## config.mk

```make
export PLATFORM = sky130hd
export DESIGN_NAME = ccs_ctrl
export DESIGN_NICKNAME = d
export VERILOG_FILES = /design/src/hdl/ccs_pkg.sv /design/src/hdl/ccs_ctrl.sv
export SDC_FILE = /design/constraint.sdc
export NUM_CORES = 1
export LEC_CHECK = 0
export BUFFER_PORTS_ARGS = -buffer_cell sky130_fd_sc_hd__buf_2
export CORE_MARGIN = 2
export CORE_UTILIZATION = 38
export DETAILED_ROUTE_END_ITERATION = 7
export PLACE_DENSITY = 0.76
export SETUP_SLACK_MARGIN = 0.05
export SLEW_MARGIN = 20
export SYNTH_ARGS = -nofsm -noshare
export SYNTH_HDL_FRONTEND = slang
export SYNTH_SLANG_ARGS = --single-unit
```

## constraint.sdc

```tcl
create_clock -name clk_i -period 1.4 [get_ports clk_i]
set_clock_uncertainty 0.15 [all_clocks]
set_input_delay 0.21 -clock clk_i [delete_from_list [all_inputs] [get_ports clk_i]]
set_output_delay 0.21 -clock clk_i [all_outputs]
set_load 0.01 [all_outputs]
```

## src/hdl/ccs_pkg.sv

```systemverilog
// ----------------------------------------------------------------------------
// ccs_pkg
// Shared constants, codes and command/status types of the contingency-table
// chi-square block.
// ----------------------------------------------------------------------------
package ccs_pkg;

  // Table geometry and count width
  localparam int MAX_ROWS     = 16;
  localparam int MAX_COLUMNS  = 16;
  localparam int COUNT_BITS   = 24;
  localparam int CFG_BITS     = 5;
  localparam int CFG_IDX_BITS = 1;
  localparam int ROW_BITS     = $clog2(MAX_ROWS);
  localparam int COL_BITS     = $clog2(MAX_COLUMNS);
  localparam int CELL_DEPTH   = MAX_ROWS * MAX_COLUMNS;
  localparam int ADDR_BITS    = $clog2(CELL_DEPTH);

  // Arithmetic widths
  localparam int SUM_BITS   = 28;   // row and column totals
  localparam int TOTAL_BITS = 32;   // grand total
  localparam int RC_BITS    = 2 * SUM_BITS;        // R*C
  localparam int DIFF_BITS  = 56;                  // |O*T - R*C|
  localparam int DEN_BITS   = TOTAL_BITS + RC_BITS; // T*R*C
  localparam int NUM_BITS   = 2 * DIFF_BITS;       // d^2
  localparam int STAT_BITS  = 48;
  localparam int FRAC_BITS  = 16;
  localparam int LOW_BITS   = 9;
  localparam int DOF_BITS   = 8;
  localparam int DIV_CNT_BITS = $clog2(STAT_BITS + 1);
  localparam int LOW_LIMIT  = 5;

  // Register indexes
  localparam logic [CFG_IDX_BITS-1:0] REG_NUM_ROWS = 1'd0;
  localparam logic [CFG_IDX_BITS-1:0] REG_NUM_COLS = 1'd1;

  // Result status codes
  localparam logic [1:0] STATUS_OK     = 2'd0;
  localparam logic [1:0] STATUS_SIZE   = 2'd1;
  localparam logic [1:0] STATUS_NO_OBS = 2'd2;

  // Multiplier operand selects
  localparam logic [2:0] MUL_RC  = 3'd0;
  localparam logic [2:0] MUL_OT  = 3'd1;
  localparam logic [2:0] MUL_TRL = 3'd2;
  localparam logic [2:0] MUL_TRH = 3'd3;
  localparam logic [2:0] MUL_DLL = 3'd4;
  localparam logic [2:0] MUL_DLH = 3'd5;
  localparam logic [2:0] MUL_DHH = 3'd6;

  // Product accumulation operations
  localparam logic [2:0] ACC_NONE    = 3'd0;
  localparam logic [2:0] ACC_RC      = 3'd1;
  localparam logic [2:0] ACC_OT      = 3'd2;
  localparam logic [2:0] ACC_DEN_LO  = 3'd3;
  localparam logic [2:0] ACC_DEN_HI  = 3'd4;
  localparam logic [2:0] ACC_NUM_LO  = 3'd5;
  localparam logic [2:0] ACC_NUM_MID = 3'd6;
  localparam logic [2:0] ACC_NUM_HI  = 3'd7;

  typedef struct packed {
    logic       load_en;   // store an accepted item
    logic       out_bad;   // load a size-error result
    logic       out_load;  // load the table result
    logic       tbl_clr;   // clear totals and counters
    logic       acc_clr;   // clear statistic and low count
    logic       ram_rd;
    logic [2:0] mul_sel;
    logic [2:0] acc_op;
    logic       d_load;
    logic       low_chk;
    logic       div_init;
    logic       div_step;
    logic       stat_add;
    logic       cnt_step;
  } ccs_cmd_t;

  typedef struct packed {
    logic size_bad;
    logic last_cell;
    logic total_zero;
    logic rc_zero;
    logic div_done;
  } ccs_stat_t;

endpackage

```

## src/hdl/ccs_ctrl.sv

```systemverilog
// ----------------------------------------------------------------------------
// ccs_ctrl
// Sequencer of the chi-square block: loads the table, steps the per-cell
// term computation and hands results to the output register.
// ----------------------------------------------------------------------------
module ccs_ctrl (
  input  logic               clk_i,
  input  logic               rst_ni,
  input  logic               in_valid_i,
  output logic               in_ready_o,
  output logic               out_valid_o,
  input  logic               out_ready_i,
  input  ccs_pkg::ccs_stat_t stat_i,
  output ccs_pkg::ccs_cmd_t  cmd_o
);
  import ccs_pkg::*;

  localparam logic [3:0] S_LOAD     = 4'd0;
  localparam logic [3:0] S_CHECK    = 4'd1;
  localparam logic [3:0] S_RD       = 4'd2;
  localparam logic [3:0] S_M_RC     = 4'd3;
  localparam logic [3:0] S_M_OT     = 4'd4;
  localparam logic [3:0] S_M_TRL    = 4'd5;
  localparam logic [3:0] S_M_TRH    = 4'd6;
  localparam logic [3:0] S_M_DLL    = 4'd7;
  localparam logic [3:0] S_M_DLH    = 4'd8;
  localparam logic [3:0] S_M_DHH    = 4'd9;
  localparam logic [3:0] S_ACC_HI   = 4'd10;
  localparam logic [3:0] S_DIV_INIT = 4'd11;
  localparam logic [3:0] S_DIV      = 4'd12;
  localparam logic [3:0] S_ADD      = 4'd13;
  localparam logic [3:0] S_NEXT     = 4'd14;
  localparam logic [3:0] S_EMIT     = 4'd15;

  logic [3:0] state_q, state_d;
  logic       out_valid_q;
  logic       out_room;
  logic       accept;

  assign out_room   = !out_valid_q || out_ready_i;
  assign in_ready_o = (state_q == S_LOAD) &&
                      (out_room || (!stat_i.size_bad && !stat_i.last_cell));
  assign accept     = in_valid_i && in_ready_o;

  // Next state and commands
  always_comb begin
    state_d = state_q;
    cmd_o   = '0;
    cmd_o.mul_sel = MUL_RC;
    cmd_o.acc_op  = ACC_NONE;
    case (state_q)
      S_LOAD: begin
        if (accept) begin
          if (stat_i.size_bad) begin
            cmd_o.out_bad = 1'b1;
          end else begin
            cmd_o.load_en = 1'b1;
            if (stat_i.last_cell) state_d = S_CHECK;
          end
        end
      end
      S_CHECK: begin
        cmd_o.acc_clr = 1'b1;
        state_d = stat_i.total_zero ? S_EMIT : S_RD;
      end
      S_RD: begin
        cmd_o.ram_rd = 1'b1;
        state_d = S_M_RC;
      end
      S_M_RC: begin
        cmd_o.mul_sel = MUL_RC;
        state_d = S_M_OT;
      end
      S_M_OT: begin
        cmd_o.mul_sel = MUL_OT;
        cmd_o.acc_op  = ACC_RC;
        state_d = S_M_TRL;
      end
      S_M_TRL: begin
        cmd_o.mul_sel = MUL_TRL;
        cmd_o.acc_op  = ACC_OT;
        state_d = S_M_TRH;
      end
      S_M_TRH: begin
        cmd_o.mul_sel = MUL_TRH;
        cmd_o.acc_op  = ACC_DEN_LO;
        cmd_o.d_load  = 1'b1;
        cmd_o.low_chk = 1'b1;
        // Zero expected count adds no term
        state_d = stat_i.rc_zero ? S_NEXT : S_M_DLL;
      end
      S_M_DLL: begin
        cmd_o.mul_sel = MUL_DLL;
        cmd_o.acc_op  = ACC_DEN_HI;
        state_d = S_M_DLH;
      end
      S_M_DLH: begin
        cmd_o.mul_sel = MUL_DLH;
        cmd_o.acc_op  = ACC_NUM_LO;
        state_d = S_M_DHH;
      end
      S_M_DHH: begin
        cmd_o.mul_sel = MUL_DHH;
        cmd_o.acc_op  = ACC_NUM_MID;
        state_d = S_ACC_HI;
      end
      S_ACC_HI: begin
        cmd_o.acc_op = ACC_NUM_HI;
        state_d = S_DIV_INIT;
      end
      S_DIV_INIT: begin
        cmd_o.div_init = 1'b1;
        state_d = S_DIV;
      end
      S_DIV: begin
        cmd_o.div_step = 1'b1;
        if (stat_i.div_done) state_d = S_ADD;
      end
      S_ADD: begin
        cmd_o.stat_add = 1'b1;
        state_d = S_NEXT;
      end
      S_NEXT: begin
        if (stat_i.last_cell) begin
          state_d = S_EMIT;
        end else begin
          cmd_o.cnt_step = 1'b1;
          state_d = S_RD;
        end
      end
      S_EMIT: begin
        if (out_room) begin
          cmd_o.out_load = 1'b1;
          cmd_o.tbl_clr  = 1'b1;
          state_d = S_LOAD;
        end
      end
      default: state_d = S_LOAD;
    endcase
  end

  always_ff @(posedge clk_i or negedge rst_ni) begin
    if (!rst_ni) begin
      state_q <= S_LOAD;
    end else begin
      state_q <= state_d;
    end
  end

  // Hold a result until it is taken
  always_ff @(posedge clk_i or negedge rst_ni) begin
    if (!rst_ni) begin
      out_valid_q <= 1'b0;
    end else if (cmd_o.out_bad || cmd_o.out_load) begin
      out_valid_q <= 1'b1;
    end else if (out_ready_i) begin
      out_valid_q <= 1'b0;
    end
  end

  assign out_valid_o = out_valid_q;

endmodule
```

* After elaboration in Yosys (flattened, before gate mapping)
Index checks and enable logic that the tools add are counted.
** Storage, ports and cells
- Flip-flop bits (word level) :: 5
- Latch bits :: 0
- Bits in writable memories :: 0
- Bits in read-only memories :: 0
- Bits of input ports :: 9
- Output and inout bits :: 20
- Word-level logic and storage cells :: 61
- Memories :: 0
** Cells by class
- $add $sub $neg :: 0
- Multiply operators :: 0
- Divide/modulo/power cells :: 0
- $lt $le $gt $ge :: 0
- Equal/unequal tests :: 20
- Shift operators :: 0
- Multiplexer cells :: 27
- Bitwise operators :: 0
- Reductions and logical operators :: 12
** Operators with widths (number)
- $pmux 4 s16 :: 1
- $eq 4x4->1 const B :: 8
- $mux 4 :: 8
- $pmux 3 s7 :: 1
- $pmux 3 s6 :: 1
- $eq 4x3->1 const B :: 4
- $mux 1 :: 11
- $mux 2 :: 5
- $ne 2x2->1 const B :: 5
- $eq 4x2->1 const B :: 2
- $reduce_and 5->1 :: 1
- $eq 4x1->1 const B :: 1
- $logic_not 4->1 :: 1
- $logic_and 1x1->1 :: 3
- $logic_not 1->1 :: 3
- $logic_or 1x1->1 :: 3
- $reduce_bool 2->1 :: 1

* Logic depth before layout (Yosys ltp)
- Word-level depth :: 9
- Mapped depth :: 5
- Depth with buffers taken out :: 4

* Worst setup path before layout
No wires, ideal clock.
- Path type :: reg2out
- Start point :: register state_q[3]
- End point :: output port cmd_o[10] in the netlist's numbering
- Arrival time :: 1.173 ns
- Required time :: 1.040 ns
- Setup slack :: -0.133 ns
- Stages on the path, launching flop included :: 5
- Path buffers :: 1
- Path through :: dfrtp_1 -> buf_2 -> nand2b_2 -> and2_1 -> o22ai_1
** RTL lines
- from (decl) :: RTL line ccs_ctrl.sv:35 : logic [3:0] state_q, state_d;
- from (signal assigned) :: RTL line ccs_ctrl.sv:146 : state_q <= state_d;
- to (decl) :: RTL line ccs_ctrl.sv:14 : output ccs_pkg::ccs_cmd_t cmd_o

==> out/qor.yml <==
status: "finished with violations"
violations: "negative setup slack"
rsz0062_at_grt: "yes"
period_minus_slack_ns: 1.812
ys_ff_latch: 5
placed_cell_area_um2: 809.5
yosysTopAreaCellShare_pct: 24.10
cts.reportedPaths.clkPinSlew_ns: 0.04
numPortBuffers: 28
grt_pass1_wl_um: 3098
slew-limit-headroom_pct: 78.78
wire_per_inst_um: 21.65
period_share_pct: 129.4
p_leak_nw: 0.6461
ir_drop_v: 0.001636
setup_viol: 24
diodes: 0
synth-seq-area-share_pct: 24.10
crit_path_end_kind: "primary output"
cts_buffer_depth: 2
chipWidth_um: 40.97
cts-root-buf: "clkbuf_4"
clkLatencyLatePin_ns: 0.25
synth.distinct_cells: 32
yosysTopAreaCell: "dfrtp_1"
synthTopCellsByArea: "dfrtp_1, nor2_1, nand2b_1"
cts.sink_count: 5
dp_hpwl_um: 1168
grt-ovfl-total: 0
worstMarginPinSlew_ns: 0.3159
start_util_pct: 40.41
post-route-util_pct: 96.69
hold_viol: 0
vias: 941
syn_to_final_growth_pct: 139.3
drive_gt1_share_pct: 76.12
synthesis.area_um2: 519.2
final_cell_mix: "buf_6, buf_2, buf_4"
worst_slack_ns: -0.4120
crit_path_start_kind: "flop"
dr.pass1.iters: 6
die_h_um: 40.97
slew_viol_final: 0
cp.arrival_ns: 1.45
rows: 13
grt_max_degree: 8
drt-total-wl_um: 3226
die_area_um2: 1678
required_ns: 1.04
numCtsBuffers: 3
place.gp.congestion: 0.8772
holdWs_ns: 0.1929
via_per_inst: 6.315
ys_warn_count: 0
cts_tree: "done"
core_area_um2: 1285
drt_iter0_markers: 30
pin_count: 29
htreeDepth: 1
p_per_area_nw_per_um2: 2606
synth_nets: 78
drc: 0
min-delay-path-class: "input pin to asynchronous set/reset pin"
max_freq_ghz: 0.5519
antenna_found_initial: 0
drv_cap: 0
layout_commonest_cell: "buf_6"
syn_area_per_cell_um2: 7.525
worstSetupPathType: "flop to primary output"
nNetsFinal: 144
grt_usage_pct: 29.20
crit_path_max_fanout: 5
grt_pass1_vias: 705
design_area_um2: 1242
synth_cells: 69
postRouteAntennaNets: 0
-- final timing paths --
check / startpoint / to / slack (ns) / cells past startpoint
max: state_q[2] / cmd_o[10] / -0.41 / 5
max in group asynchronous: rst_ni / state_q[2] / 0.75 / 2
min: rst_ni / state_q[3] / 0.19 / 2
min reg2reg: out_valid_o / out_valid_o / 0.50 / 2
min in group clk_i: out_ready_i / out_valid_o / 0.25 / 3
max reg2reg: state_q[3] / state_q[0] / -0.36 / 5
-- sequential cells by signal, summed over array words and instances (netlist names) --
register     cells
out_valid_o      1
state_q          4
-- power breakdown --
group          total, mW  switching, mW  internal [mW]
logic               2.67           1.24           1.43
registers          0.398          0.162          0.236
clock network      0.170         0.0624          0.108
-- cells in the mapped netlist (all sizes together) --
cell type,instances
dfrtp,5
nand4bb,1
nand2b,5
nor3b,2
nor2b,2
nor3,3
mux2i,1
and3,1
nand3,3
a21o,1
inv,2
nand2,5
nor2,10
nand3b,1
o22ai,2
or2,1
a21oi,4
o21a,2
nand4,2
or3,1
o21ai,2
nor4,1
o221ai,1
nand4b,1
a211o,2
and2,1
o31ai,1
buf,6
-- kinds of logic after synthesis --
| logic type | Yosys count | synth area share (%) |
|---|---|---|
| AOI/OAI and AO/OA | 15 | 19.04 |
| muxes | 1 | 1.928 |
| buffers and inverters | 8 | 9.880 |
| DFF | 5 | 24.10 |
| and+or+nand+nor | 40 | 45.06 |
-- metrics by stage --
stage | total power [mW] | setup TNS, ns | setup WS (ns) | instances
finish | 3.238 | -7.579 | -0.4120 | 149
floorplan | 1.368 | -0.08449 | -0.05311 | 69
CTS | 2.727 | -6.457 | -0.3852 | 141
global placement | 1.819 | -1.634 | -0.1555 | 122
global route | 3.369 | -8.315 | -0.4541 | 149
detailed placement | 1.863 | -2.190 | -0.1741 | 122
-- final cells by class --
type                            count  area [µm²]
Timing Repair Buffer               67       549.3
Multi-Input combinational cell     56       510.5
Sequential cell                     5       130.1
Fill cell                          25       42.54
Clock buffer                        4       26.28
Tap cell                           15       18.77
Inverter                            2       7.507
-- repair_timing --
action                                  4_1_cts  5_1_grt
pin swaps                                    13       15
buffers inserted                             15       13
resized for setup                            33       22
endpoints found under the setup margin       24       24
endpoints found under the hold margin         5        0
hold buffers                                  1        0
-- worst max-delay path, stage by stage, from the launching register on --
cell	delay [ns]
dfrtp_2	0.47
buf_6	0.15
nand2b_4	0.16
and2_4	0.18
o22ai_2	0.09
buf_2	0.16
-- routing by layer --
metal	routed length, µm	global-route usage, %	part of all wire [%]	vias up
met2	1572	56.64	49	84
met5	0	0	0	-
met3	277	0.5435	8.6	38
met4	283	18.33	8.8	0
li1	-	-	-	376
met1	1091	30.03	34	443
No activity file was read; power rests on OpenSTA's default activity.
